--- config.mk ---
export PLATFORM = sky130hd
export DESIGN_NAME = unfold_backward_fold_gather_top
export DESIGN_NICKNAME = d
export VERILOG_FILES = /design/src/rtl/core/ubfg_pkg.sv /design/src/rtl/core/ubfg_div.sv /design/src/rtl/core/ubfg_dp.sv /design/src/rtl/core/ubfg_ctrl.sv /design/src/rtl/core/unfold_backward_fold_gather_top.sv
export SDC_FILE = /design/constraint.sdc
export NUM_CORES = 2
export LEC_CHECK = 0
export ABC_AREA = 0
export BUFFER_PORTS_ARGS = -buffer_cell sky130_fd_sc_hd__buf_2
export CORE_UTILIZATION = 25
export DETAILED_ROUTE_END_ITERATION = 7
export GPL_TIMING_DRIVEN = 0
export PLACE_DENSITY = 0.44
export SYNTH_ARGS = -nofsm -noshare
export SYNTH_HDL_FRONTEND = slang
export SYNTH_SLANG_ARGS = --single-unit
--- constraint.sdc ---
create_clock -name clock -period 13.9 [get_ports clock]
set_clock_uncertainty 0.1 [all_clocks]
set_input_delay 0 -clock clock [delete_from_list [all_inputs] [get_ports clock]]
set_output_delay 0 -clock clock [all_outputs]
set_load 0.01 [all_outputs]
--- src/rtl/core/ubfg_pkg.sv ---
`default_nettype none

package ubfg_pkg;

   // Field and register widths.
   localparam int POS_W      = 31;
   localparam int SIZE_W     = 7;
   localparam int STEP_W     = 16;
   localparam int COUNT_W    = 17;
   localparam int STRIDE_W   = 31;
   localparam int FOLD_W     = 16;
   localparam int OFF_W      = 6;
   localparam int ELEM_W     = 48;
   localparam int PROD_W     = FOLD_W + STRIDE_W;
   localparam int CSR_IDX_W  = 3;
   localparam int CSR_DATA_W = 31;

   // Divider iteration counts: a full position, and a window-sized dividend.
   localparam int ITER_W = 5;
   localparam logic [ITER_W-1:0] LONG_ITERS  = ITER_W'(POS_W);
   localparam logic [ITER_W-1:0] SHORT_ITERS = ITER_W'(OFF_W);

   localparam logic [SIZE_W-1:0]  MAX_WINDOW = 7'd64;
   localparam logic [COUNT_W-1:0] MAX_FOLDS  = 17'd65536;

   // Configuration register indexes.
   localparam logic [CSR_IDX_W-1:0] CSR_WINDOW_SIZE   = 3'd0;
   localparam logic [CSR_IDX_W-1:0] CSR_WINDOW_STEP   = 3'd1;
   localparam logic [CSR_IDX_W-1:0] CSR_FOLD_COUNT    = 3'd2;
   localparam logic [CSR_IDX_W-1:0] CSR_FOLD_STRIDE   = 3'd3;
   localparam logic [CSR_IDX_W-1:0] CSR_WINDOW_STRIDE = 3'd4;

   typedef enum logic [1:0] {
      MUL_KK_STEP,
      MUL_LEFT_FS,
      MUL_OFF_WS,
      MUL_STEP_WS
   } mul_sel_type;

   typedef enum logic [2:0] {
      ACC_NONE,
      ACC_OFF,
      ACC_ELEM_SET,
      ACC_ELEM_ADD,
      ACC_DELTA
   } acc_op_type;

   typedef struct packed {
      logic        load;
      logic        take_q;
      logic        start_short;
      logic        take_k;
      logic        set_fold;
      mul_sel_type mul_sel;
      acc_op_type  acc_op;
      logic        emit;
      logic        emit_empty;
   } cmd_type;

   typedef struct packed {
      logic div_done;
      logic miss_range;
      logic miss_left;
      logic at_last;
   } status_type;

endpackage

`default_nettype wire

--- src/rtl/core/ubfg_div.sv ---
`default_nettype none

// Restoring divider, one quotient bit per cycle. For a short run the caller places the
// dividend in the top bits, and the run stops after as many iterations as it has bits.
module ubfg_div (
   input  wire logic                          clock,
   input  wire logic                          reset,
   input  wire logic                          start,
   input  wire logic [ubfg_pkg::POS_W-1:0]    dividend,
   input  wire logic [ubfg_pkg::STEP_W-1:0]   divisor,
   input  wire logic [ubfg_pkg::ITER_W-1:0]   iters,
   output logic                               done,
   output logic [ubfg_pkg::POS_W-1:0]         quotient,
   output logic [ubfg_pkg::STEP_W-1:0]        remainder
);
   import ubfg_pkg::*;

   logic                busy_ff;
   logic                done_ff;
   logic [ITER_W-1:0]   cnt_ff;
   logic [POS_W-1:0]    quo_ff;
   logic [STEP_W-1:0]   rem_ff;
   logic [STEP_W-1:0]   div_ff;

   logic [STEP_W:0]     trial;
   logic [STEP_W:0]     diff;
   logic                fits;
   logic [STEP_W-1:0]   rem_in;
   logic [POS_W-1:0]    quo_in;

   always_comb begin
      trial  = {rem_ff, quo_ff[POS_W-1]};
      diff   = trial - {1'b0, div_ff};
      fits   = (trial >= {1'b0, div_ff});
      rem_in = fits ? diff[STEP_W-1:0] : trial[STEP_W-1:0];
      quo_in = {quo_ff[POS_W-2:0], fits};
   end

   always_ff @(posedge clock) begin
      if (reset) begin
         busy_ff <= 1'b0;
         done_ff <= 1'b0;
         cnt_ff  <= '0;
      end else begin
         done_ff <= 1'b0;
         if (start) begin
            busy_ff <= 1'b1;
            cnt_ff  <= iters;
         end else if (busy_ff) begin
            cnt_ff <= cnt_ff - ITER_W'(1);
            if (cnt_ff == ITER_W'(1)) begin
               busy_ff <= 1'b0;
               done_ff <= 1'b1;
            end
         end
      end
   end

   always_ff @(posedge clock) begin
      if (start) begin
         quo_ff <= dividend;
         rem_ff <= '0;
         div_ff <= divisor;
      end else if (busy_ff) begin
         quo_ff <= quo_in;
         rem_ff <= rem_in;
      end
   end

   assign done      = done_ff;
   assign quotient  = quo_ff;
   assign remainder = rem_ff;

endmodule

`default_nettype wire

--- src/rtl/core/ubfg_dp.sv ---
`default_nettype none

module ubfg_dp (
   input  wire logic                              clock,
   input  wire logic                              reset,
   input  wire ubfg_pkg::cmd_type                 cmd,
   output ubfg_pkg::status_type                   status,
   input  wire logic [ubfg_pkg::POS_W-1:0]        req_position,
   input  wire logic                              csr_we,
   input  wire logic [ubfg_pkg::CSR_IDX_W-1:0]    csr_index,
   input  wire logic [ubfg_pkg::CSR_DATA_W-1:0]   csr_wdata,
   output logic                                   rsp_strobe,
   output logic [ubfg_pkg::FOLD_W-1:0]            rsp_fold_index,
   output logic [ubfg_pkg::OFF_W-1:0]             rsp_offset_in_window,
   output logic [ubfg_pkg::ELEM_W-1:0]            rsp_element_offset,
   output logic                                   rsp_no_contribution,
   output logic                                   rsp_last_of_run
);
   import ubfg_pkg::*;

   // Configuration registers.
   logic [SIZE_W-1:0]   size_ff;
   logic [STEP_W-1:0]   step_ff;
   logic [COUNT_W-1:0]  count_ff;
   logic [STRIDE_W-1:0] fold_stride_ff;
   logic [STRIDE_W-1:0] window_stride_ff;

   // Working registers.
   logic [POS_W-1:0]    q_ff;
   logic [STEP_W-1:0]   r_ff;
   logic [FOLD_W-1:0]   right_ff;
   logic [OFF_W-1:0]    kk_ff;
   logic [POS_W-1:0]    left_ff;
   logic [FOLD_W-1:0]   f_ff;
   logic [OFF_W-1:0]    off_ff;
   logic [ELEM_W-1:0]   elem_ff;
   logic [ELEM_W-1:0]   delta_ff;
   logic [PROD_W-1:0]   prod_ff;

   logic                strobe_ff;
   logic [FOLD_W-1:0]   out_fold_ff;
   logic [OFF_W-1:0]    out_off_ff;
   logic [ELEM_W-1:0]   out_elem_ff;
   logic                out_empty_ff;
   logic                out_last_ff;

   logic [SIZE_W-1:0]   size_eff;
   logic [STEP_W-1:0]   step_eff;
   logic [COUNT_W-1:0]  count_eff;
   logic [COUNT_W-1:0]  count_m1;
   logic [SIZE_W-1:0]   short_num;
   logic [OFF_W-1:0]    k_div;
   logic [OFF_W-1:0]    kk_in;
   logic [FOLD_W-1:0]   right_in;
   logic [FOLD_W-1:0]   mul_a;
   logic [STRIDE_W-1:0] mul_b;

   logic                div_start;
   logic [POS_W-1:0]    div_dividend;
   logic [ITER_W-1:0]   div_iters;
   logic                div_done;
   logic [POS_W-1:0]    div_quo;
   logic [STEP_W-1:0]   div_rem;

   // Out-of-range settings are folded into their legal range here.
   always_comb begin
      if (size_ff == '0) begin
         size_eff = SIZE_W'(1);
      end else if (size_ff > MAX_WINDOW) begin
         size_eff = MAX_WINDOW;
      end else begin
         size_eff = size_ff;
      end
      step_eff  = (step_ff == '0) ? STEP_W'(1) : step_ff;
      count_eff = (count_ff > MAX_FOLDS) ? MAX_FOLDS : count_ff;
      count_m1  = count_eff - COUNT_W'(1);
   end

   // The second division counts how many folds below pos/step still cover
   // the position: (size - 1 - remainder) / step.
   always_comb begin
      short_num    = size_eff - SIZE_W'(1) - r_ff[SIZE_W-1:0];
      div_start    = cmd.load | cmd.start_short;
      div_dividend = cmd.load ? req_position
                              : {short_num[OFF_W-1:0], {(POS_W-OFF_W){1'b0}}};
      div_iters    = cmd.load ? LONG_ITERS : SHORT_ITERS;
      k_div        = div_quo[OFF_W-1:0];
      kk_in        = ({{(POS_W-OFF_W){1'b0}}, k_div} > q_ff) ? q_ff[OFF_W-1:0] : k_div;
      right_in     = (div_quo[COUNT_W-1:0] >= count_eff ||
                      div_quo[POS_W-1:COUNT_W] != '0) ? count_m1[FOLD_W-1:0]
                                                      : div_quo[FOLD_W-1:0];
   end

   ubfg_div u_div (
      .clock     (clock),
      .reset     (reset),
      .start     (div_start),
      .dividend  (div_dividend),
      .divisor   (step_eff),
      .iters     (div_iters),
      .done      (div_done),
      .quotient  (div_quo),
      .remainder (div_rem)
   );

   always_comb begin
      case (cmd.mul_sel)
         MUL_KK_STEP: begin
            mul_a = {{(FOLD_W-OFF_W){1'b0}}, kk_ff};
            mul_b = {{(STRIDE_W-STEP_W){1'b0}}, step_eff};
         end
         MUL_LEFT_FS: begin
            mul_a = f_ff;
            mul_b = fold_stride_ff;
         end
         MUL_OFF_WS: begin
            mul_a = {{(FOLD_W-OFF_W){1'b0}}, off_ff};
            mul_b = window_stride_ff;
         end
         MUL_STEP_WS: begin
            mul_a = step_eff;
            mul_b = window_stride_ff;
         end
         default: begin
            mul_a = '0;
            mul_b = '0;
         end
      endcase
   end

   always_comb begin
      status.div_done   = div_done;
      status.miss_range = (count_eff == '0) ||
                          ({{(STEP_W-SIZE_W){1'b0}}, size_eff} <= r_ff);
      status.miss_left  = (left_ff > {{(POS_W-FOLD_W){1'b0}}, right_ff});
      status.at_last    = (f_ff == right_ff);
   end

   always_ff @(posedge clock) begin
      if (reset) begin
         size_ff          <= SIZE_W'(1);
         step_ff          <= STEP_W'(1);
         count_ff         <= COUNT_W'(1);
         fold_stride_ff   <= '0;
         window_stride_ff <= '0;
      end else if (csr_we) begin
         case (csr_index)
            CSR_WINDOW_SIZE:   size_ff          <= csr_wdata[SIZE_W-1:0];
            CSR_WINDOW_STEP:   step_ff          <= csr_wdata[STEP_W-1:0];
            CSR_FOLD_COUNT:    count_ff         <= csr_wdata[COUNT_W-1:0];
            CSR_FOLD_STRIDE:   fold_stride_ff   <= csr_wdata[STRIDE_W-1:0];
            CSR_WINDOW_STRIDE: window_stride_ff <= csr_wdata[STRIDE_W-1:0];
            default: ;
         endcase
      end
   end

   always_ff @(posedge clock) begin
      if (reset) begin
         strobe_ff <= 1'b0;
      end else begin
         strobe_ff <= cmd.emit | cmd.emit_empty;
      end
   end

   always_ff @(posedge clock) begin
      prod_ff <= mul_a * mul_b;

      if (cmd.take_q) begin
         q_ff     <= div_quo;
         r_ff     <= div_rem;
         right_ff <= right_in;
      end
      if (cmd.take_k) begin
         kk_ff   <= kk_in;
         left_ff <= q_ff - {{(POS_W-OFF_W){1'b0}}, kk_in};
      end

      if (cmd.set_fold) begin
         f_ff <= left_ff[FOLD_W-1:0];
      end else if (cmd.emit) begin
         f_ff <= f_ff + FOLD_W'(1);
      end

      // Each later fold sits one step further left inside its window.
      if (cmd.acc_op == ACC_OFF) begin
         off_ff <= r_ff[OFF_W-1:0] + prod_ff[OFF_W-1:0];
      end else if (cmd.emit) begin
         off_ff <= off_ff - step_eff[OFF_W-1:0];
      end

      if (cmd.acc_op == ACC_ELEM_SET) begin
         elem_ff <= {1'b0, prod_ff};
      end else if (cmd.acc_op == ACC_ELEM_ADD) begin
         elem_ff <= elem_ff + {1'b0, prod_ff};
      end else if (cmd.emit) begin
         elem_ff <= elem_ff + delta_ff;
      end

      if (cmd.acc_op == ACC_DELTA) begin
         delta_ff <= {{(ELEM_W-STRIDE_W){1'b0}}, fold_stride_ff} - {1'b0, prod_ff};
      end

      if (cmd.emit) begin
         out_fold_ff  <= f_ff;
         out_off_ff   <= off_ff;
         out_elem_ff  <= elem_ff;
         out_empty_ff <= 1'b0;
         out_last_ff  <= status.at_last;
      end else if (cmd.emit_empty) begin
         out_fold_ff  <= '0;
         out_off_ff   <= '0;
         out_elem_ff  <= '0;
         out_empty_ff <= 1'b1;
         out_last_ff  <= 1'b1;
      end
   end

   assign rsp_strobe           = strobe_ff;
   assign rsp_fold_index       = out_fold_ff;
   assign rsp_offset_in_window = out_off_ff;
   assign rsp_element_offset   = out_elem_ff;
   assign rsp_no_contribution  = out_empty_ff;
   assign rsp_last_of_run      = out_last_ff;

endmodule

`default_nettype wire

--- src/rtl/core/ubfg_ctrl.sv ---
`default_nettype none

module ubfg_ctrl (
   input  wire logic                    clock,
   input  wire logic                    reset,
   input  wire logic                    start,
   output logic                         busy,
   input  wire ubfg_pkg::status_type    status,
   output ubfg_pkg::cmd_type            cmd
);
   import ubfg_pkg::*;

   typedef enum logic [3:0] {
      S_IDLE,
      S_DIV1,
      S_RANGE,
      S_DIV2,
      S_CHECK,
      S_M1,
      S_M2,
      S_M3,
      S_M4,
      S_EMIT,
      S_EMPTY
   } state_type;

   state_type state_ff;
   state_type state_in;
   logic      busy_ff;

   always_comb begin
      state_in        = state_ff;
      cmd             = '0;
      cmd.mul_sel     = MUL_KK_STEP;
      cmd.acc_op      = ACC_NONE;
      case (state_ff)
         S_IDLE: begin
            if (start) begin
               cmd.load = 1'b1;
               state_in = S_DIV1;
            end
         end
         S_DIV1: begin
            if (status.div_done) begin
               cmd.take_q = 1'b1;
               state_in   = S_RANGE;
            end
         end
         S_RANGE: begin
            if (status.miss_range) begin
               state_in = S_EMPTY;
            end else begin
               cmd.start_short = 1'b1;
               state_in        = S_DIV2;
            end
         end
         S_DIV2: begin
            if (status.div_done) begin
               cmd.take_k = 1'b1;
               state_in   = S_CHECK;
            end
         end
         S_CHECK: begin
            cmd.set_fold = 1'b1;
            cmd.mul_sel  = MUL_KK_STEP;
            state_in     = status.miss_left ? S_EMPTY : S_M1;
         end
         S_M1: begin
            cmd.acc_op  = ACC_OFF;
            cmd.mul_sel = MUL_LEFT_FS;
            state_in    = S_M2;
         end
         S_M2: begin
            cmd.acc_op  = ACC_ELEM_SET;
            cmd.mul_sel = MUL_OFF_WS;
            state_in    = S_M3;
         end
         S_M3: begin
            cmd.acc_op  = ACC_ELEM_ADD;
            cmd.mul_sel = MUL_STEP_WS;
            state_in    = S_M4;
         end
         S_M4: begin
            cmd.acc_op = ACC_DELTA;
            state_in   = S_EMIT;
         end
         S_EMIT: begin
            cmd.emit = 1'b1;
            if (status.at_last) begin
               state_in = S_IDLE;
            end
         end
         S_EMPTY: begin
            cmd.emit_empty = 1'b1;
            state_in       = S_IDLE;
         end
         default: begin
            state_in = S_IDLE;
         end
      endcase
   end

   always_ff @(posedge clock) begin
      if (reset) begin
         state_ff <= S_IDLE;
         busy_ff  <= 1'b0;
      end else begin
         state_ff <= state_in;
         busy_ff  <= (state_in != S_IDLE);
      end
   end

   assign busy = busy_ff;

endmodule

`default_nettype wire

--- src/rtl/core/unfold_backward_fold_gather_top.sv ---
`default_nettype none

// Channel   Direction  Handshake               Payload
// req       in         start & !busy           req_position
// rsp       out        rsp_strobe (one cycle)  rsp_fold_index, rsp_offset_in_window,
//                                              rsp_element_offset, rsp_no_contribution,
//                                              rsp_last_of_run
// csr       in         csr_we                  csr_index, csr_wdata
//
// A new item is accepted only after the previous run is over. A run does the two
// divisions and the multiplies, then emits its results one per cycle. The time is
// set by the shared one-bit-per-cycle divider (31 plus 6 iterations) and four
// passes through the single multiplier. An empty run ends at the range or left check.
// Reset is synchronous and active high; it restores the register defaults.
// Results are never held back: the receiver takes each one in its strobe cycle.
module unfold_backward_fold_gather_top (
   input  wire logic                              clock,
   input  wire logic                              reset,
   input  wire logic                              start,
   output logic                                   busy,
   input  wire logic [ubfg_pkg::POS_W-1:0]        req_position,
   output logic                                   rsp_strobe,
   output logic [ubfg_pkg::FOLD_W-1:0]            rsp_fold_index,
   output logic [ubfg_pkg::OFF_W-1:0]             rsp_offset_in_window,
   output logic [ubfg_pkg::ELEM_W-1:0]            rsp_element_offset,
   output logic                                   rsp_no_contribution,
   output logic                                   rsp_last_of_run,
   input  wire logic                              csr_we,
   input  wire logic [ubfg_pkg::CSR_IDX_W-1:0]    csr_index,
   input  wire logic [ubfg_pkg::CSR_DATA_W-1:0]   csr_wdata
);
   import ubfg_pkg::*;

   cmd_type    cmd;
   status_type status;
   logic       ctrl_busy;
   logic       go;

   assign go   = start & ~ctrl_busy;
   assign busy = ctrl_busy;

   ubfg_ctrl u_ctrl (
      .clock  (clock),
      .reset  (reset),
      .start  (go),
      .busy   (ctrl_busy),
      .status (status),
      .cmd    (cmd)
   );

   ubfg_dp u_dp (
      .clock                (clock),
      .reset                (reset),
      .cmd                  (cmd),
      .status               (status),
      .req_position         (req_position),
      .csr_we               (csr_we),
      .csr_index            (csr_index),
      .csr_wdata            (csr_wdata),
      .rsp_strobe           (rsp_strobe),
      .rsp_fold_index       (rsp_fold_index),
      .rsp_offset_in_window (rsp_offset_in_window),
      .rsp_element_offset   (rsp_element_offset),
      .rsp_no_contribution  (rsp_no_contribution),
      .rsp_last_of_run      (rsp_last_of_run)
   );

endmodule

`default_nettype wire
Word-level counts from Yosys, hierarchy flattened. Cells that the tools add are included.

Output and inout bits: 74. Bits of input ports: 69. Register bits after elaboration: 515. Word-level logic and storage cells: 154.

Multiplexer cells: 53. Reductions and logical operators: 23. Multiply operators: 1. $lt $le $gt $ge: 7. Bitwise gates (word level): 5. Add/sub/neg operators: 12. Eq/ne operators: 23.

Operators by type and width (number): $mux W48 (4); $mux W16 (7); $mux W31 (3); $pmux W31 S3 (1); $pmux W16 S4 (1); $add A48 B47 Y48 (1); $add A48 B48 Y48 (1); $sub A31 B47 Y48 (1); $mul A16 B31 Y47 (1); $mux W47 (1); $pmux W4 S10 (1); $gt A31 B16 Y1 (1); $gt A6 B31 Y1 (1); $sub A31 B6 Y31 (1); $mux W6 (5); $mux W4 (6); $ge A17 B16 Y1 (1); $ge A17 B17 Y1 (1); $gt A17 B17 Y1 const B (1); $logic_not A17 Y1 (1); $mux W17 (1); $add A16 B1 Y16 const B (1); $eq A16 B16 Y1 (1); $eq A4 B3 Y1 const B (4); 38 further kinds (77).

Logic depth before layout (Yosys ltp).
Word-level depth: 9. Gate-level depth with buffers: 34. Mapped depth without buffers: 31.

Hierarchy. A second synthesis with hierarchy kept.

Cell total of the unflattened synthesis: 4764. Area total of the unflattened synthesis: 43962.2 sq um.

By module, submodules not included: ubfg_dp (area an instance 39703.1 sq um, instances 1, cells an instance 4354, sequential area each 11691.2 sq um); ubfg_div (area an instance 3857.4 sq um, instances 1, cells an instance 351, sequential area each 1871.8 sq um); ubfg_ctrl (area an instance 387.9 sq um, instances 1, cells an instance 58, sequential area each 100.1 sq um); unfold_backward_fold_gather_top (area an instance 13.8 sq um, instances 1, cells an instance 1, sequential area each 0.0 sq um).

Worst setup path before layout. Ideal clock, no wire load.

Path kind: register to register. Start point: reg u_ctrl.state_ff[2]. End point: reg u_dp.prod_ff[43]. Setup slack: 6.066 ns. Clock period less this slack: 7.834 ns. Cell stages (with the launch flop): 31. Buffers on the path: 4. Arrival time: 7.662 ns. Data required time: 13.728 ns. Setup time: 0.072 ns. Cell sequence: dfxtp_1 > clkbuf_1 > inv_1 > nor2_1 > and3_1 > buf_2 > buf_1 > a22o_1 > clkbuf_1 > nand2_1 > fa_1 > inv_1 > fa_1 > fa_1 > fa_1 > fa_1 > inv_1 > fa_1 > inv_1 > ha_1 > nand4_1 > inv_1 > nand2_1 > a2111oi_0 > o2111ai_1 > a21oi_1 > o21ai_0 > o21ai_0 > and2_1 > o41a_1 > xor2_1.

Longest elaborated chain between the ends: 6. Elaborated cells on any way between the ends: 12. Those cells by class: mul (1); eq/ne (6); mux (3); reduce/logical (2).

RTL lines: start: declaration (RTL line ubfg_ctrl.sv:27) `state_type state_ff;`; start signal: assignment (RTL line ubfg_ctrl.sv:108) `state_ff <= state_in;`; $eq A4 B3 Y1 (RTL line ubfg_ctrl.sv:36) `case (state_ff)`; $pmux W2 S3 (*) (RTL line ubfg_ctrl.sv:36); $eq A2 B2 Y1 (RTL line ubfg_dp.sv:107) `case (cmd.mul_sel)`; $reduce_or A2 Y1 (no line); $pmux W31 S3 (RTL line ubfg_dp.sv:107); $mul A16 B31 Y47 (*) (RTL line ubfg_dp.sv:167) `prod_ff <= mul_a * mul_b;`; end signal: assignment (RTL line ubfg_dp.sv:167); end: declaration (RTL line ubfg_dp.sv:38) `logic [PROD_W-1:0] prod_ff;`.

Mark *: on every way between the ends. The rest lies on a longest branch, timed or not. A chain may end at the register's enable or synchronous reset.

Worst setup path in the final report.
Start point: reg u_ctrl.state_ff[2]. End point: reg u_dp.prod_ff[45].

Same word-level chain as after synthesis.

==> metrics.md <==
| Metric | Value |
|---|---|
| Final period utilization | 0.785 |
| Worst setup SP type | register |
| WHS | 0.0423 ns |
| Latest clock arrival within the worst-skew pair | around 0.71 ns |
| Reg clk slew, reported paths | 0.08 ns |
| Clk sinks | 515 |
| Average cell area after synthesis | around 9.2 um2 |
| Worst-path fanout max | 10 |
| Post-CTS Resized | 0 |
| Top_reg_cell synth | edfxtp_1 |
| Vias per cell | 4.72 |
| I/O Buffers | 142 |
| Asr flop ratio synth | 0 |
| Syn_nets | approximately 5400 |
| Critical path's slowest cell | a2111oi_0 |
| DR WL met2 | 76.2 mm |
| Post-route DRC | 0 |
| Max Cap Viol | 0 |
| Register area share after synthesis | 0.317 |
| Layout overhead on the synthesized area | 15.8% |
| Worst setup EP type | register |
| Mux contribution to synthesized area | 0.0130 |
| Post-Synth Simple-Gate Area | 0.158 |
| CTS Root Buffer Type | clkbuf_16 |
| Largest stage delay on the critical path | 0.95 ns |
| GPL Wtd Cong | between 0.9 and 1 |
| Post-DR wirelength/cell | 21.4 um |
| Post-layout util | 0.293 |
| Most frequent cells in the layout | nand2_1, inv_1, fa_1 |
| CTS tree | built |
| Initial DRC count | just under 3000 |
| Leakage | between 20 and 25 nW |
| First-pass GRT wire length | around 230 mm |
| Core area | between 150000 and 200000 um2 |
| CTS Buf Count | 61 |
| Max layer used | met5 |
| WS Path Type | reg2reg |
| Arrival @ worst endpoint | approximately 11 ns |
| Nets | about 5800 |
| Synthesized flop and latch total | 515 |
| Max Fclk | 91.7 MHz |
| HPWL Detailed | 128 mm |
| H-tree Lvls | 2 |
| Layout cell share with drive strength beyond 1 | 0.0624 |
| Synthesized cell area | roughly 43000 um2 |
| Measured slew at the worst slew-check pin | 1.34 ns |
| Clock buffer depth | 3 |
| Commonest non-fill, non-tap cell in the layout | nand2_1 |
| PwrDens | 81.5 nW/um2 |
| Synth Area in Adders | 0.273 |
| RSZ-0062 raised after global routing | false |
| Final hold vios | 0 |
| Synth Area in XOR/XNOR | 0.0460 |
| Pin count of the biggest net entering global routing | 48 |
| Ys Warns | 0 |
| Largest family of logic cells by synthesized area | adder cells |
| Compound-cell area share of the yosys netlist | 0.122 |
| DRT met1 WL | 69.7 mm |
| Gr ovfl total | 0 |
| Crit path top cell by count | fa_1 |
| Synth Instances | between 4000 and 5000 |
| Ports | about 140 |
| Synth unique cells | 81 |
| Vias after detailed routing | between 30000 and 40000 |
| Die Y | 417 um |
| Hold crit path type | in2reg |
| Synth top area share | 0.234 |
| Outcome | finished, final reports clean |
| Max Slew Vio Count | 0 |
| Vias in the first global route | 35245 |
| Row count | 151 |
| Largest cells by area after synthesis | edfxtp_1, fa_1, dfxtp_1, ha_1, nand2_1 |
| Max rail drop VDD | 0.0948 mV |
| Max-slew headroom | 0.0963 |
| Die area | 174000 um2 |
| Routed wire length | between 150 and 200 mm |
| # setup viols final | 0 |
| Initial antenna violation count | 10 |
| Clock period minus worst slack | 10.91 ns |
| Metal3 WL | 7.04 mm |
| Initial Utilization | 0.253 |
| Total track usage | 0.179 |
| Post-synth top area cell | edfxtp_1 |
| EDFF count, synth | 335 |
| DR pass1 iterations | 5 |
| Setup TNS | 0 ns |
| Critical Path RT | 14.38 ns |
| Die Wd | between 400 and 500 um |
| Routed Antenna Nets | 0 |
-- area by class of cell --
cell class	instances	area, um2
Fill cell	18136	120000
Buffer	226	882
Timing Repair Buffer	246	1800
Multi-Input combinational cell	3373	26400
Inverter	574	2160
Clock inverter	32	369
Sequential cell	515	13700
Clock buffer	84	1740
Tap cell	2295	2870
Antenna cell	2	5.00
-- per-layer routing --
| metal | up-vias | GRT usage |
|---|---|---|
| li1 | 16215 | - |
| met1 | 17277 | 0.235 |
| met2 | 978 | 0.308 |
| met3 | 201 | 0.0203 |
| met4 | 2 | 0.0503 |
| met5 | - | 0 |
-- worst paths after layout --
check | slack, ns | startpoint | endpoint | cells past startpoint
worst max-delay path | 2.99 | u_ctrl.state_ff[2]$_SDFF_PP0_ | u_dp.prod_ff[45]$_DFF_P_ | 30
worst min-delay path | 0.04 | req_position[12] | u_dp.u_div.quotient[12]$_DFFE_PP_ | 4
worst max register to register | 2.99 | u_ctrl.state_ff[2]$_SDFF_PP0_ | u_dp.prod_ff[45]$_DFF_P_ | 30
worst min register to register | 0.36 | u_dp.elem_ff[47]$_SDFFE_PP0P_ | u_dp.elem_ff[47]$_SDFFE_PP0P_ | 1
-- power by group --
group,internal [mW],switching [mW],total [mW]
combinational,0.245,0.345,0.590
sequential,1.70,0.0638,1.77
clock,0.963,0.742,1.71
-- cell families (layout without fill, tap and decap cells) --
family / count (synthesis) / count (layout)
buf+inv: 800 / 1162
other cells: 0 / 2
fa+ha+maj: 691 / 691
xor+xnor: 226 / 226
compound gates: 857 / 857
mux: 54 / 54
flops: 515 / 515
simple gates: 1545 / 1545
-- Yosys cell counts, types with 44 or more instances --
cell      count
nand2_1     801
inv_1       573
fa_1        411
nor2_1      346
edfxtp_1    335
ha_1        280
a21oi_1     271
o21ai_0     239
clkbuf_1    197
dfxtp_1     180
xnor2_1     143
a21o_1       95
and3_1       91
xor2_1       83
nor3_1       48
nand3_1      44
-- registers in the layout, indices dropped and copies added (netlist names), 17 cells and up --
register                 cells
u_dp.left_ff                31
u_dp.window_stride_ff       31
u_dp.u_div.quotient         31
u_dp.count_ff               17
u_dp.fold_stride_ff         31
u_dp.elem_ff                48
u_dp.prod_ff                47
u_dp.delta_ff               48
u_dp.q_ff                   31
u_dp.rsp_element_offset     48
-- metrics by stage --
step	std cells	cell area [um2]	total power [mW]	worst slack [ns]
finish	7347	49900	4.06	2.99
global placement	7125	46600	2.36	3.11
global route	7345	49900	4.23	2.35
floorplan	4688	43000	2.18	6.07
detailed placement	7136	46800	2.36	3.19
CTS	7345	49900	4.11	3.17
-- critical path, delay by kind of cell (launching register included) --
family / cells / cell delay (ns)
and+or+nand+nor: 6 / 1.58
AOI/OAI and AO/OA: 7 / 3.00
adders and majority gates: 7 / 3.68
DFF: 1 / 0.33
xor gates and xnor gates: 1 / 0.15
buffers and inverters: 9 / 1.96
-- what timing repair did --
item | CTS | global route
endpoints found under the setup margin | 0 | 0
hold buffers | 93 | 0
setup buffers | 0 | 0
hold endpoints to repair | 138 | 0
Note: power is estimated with default switching activity, not from simulation.
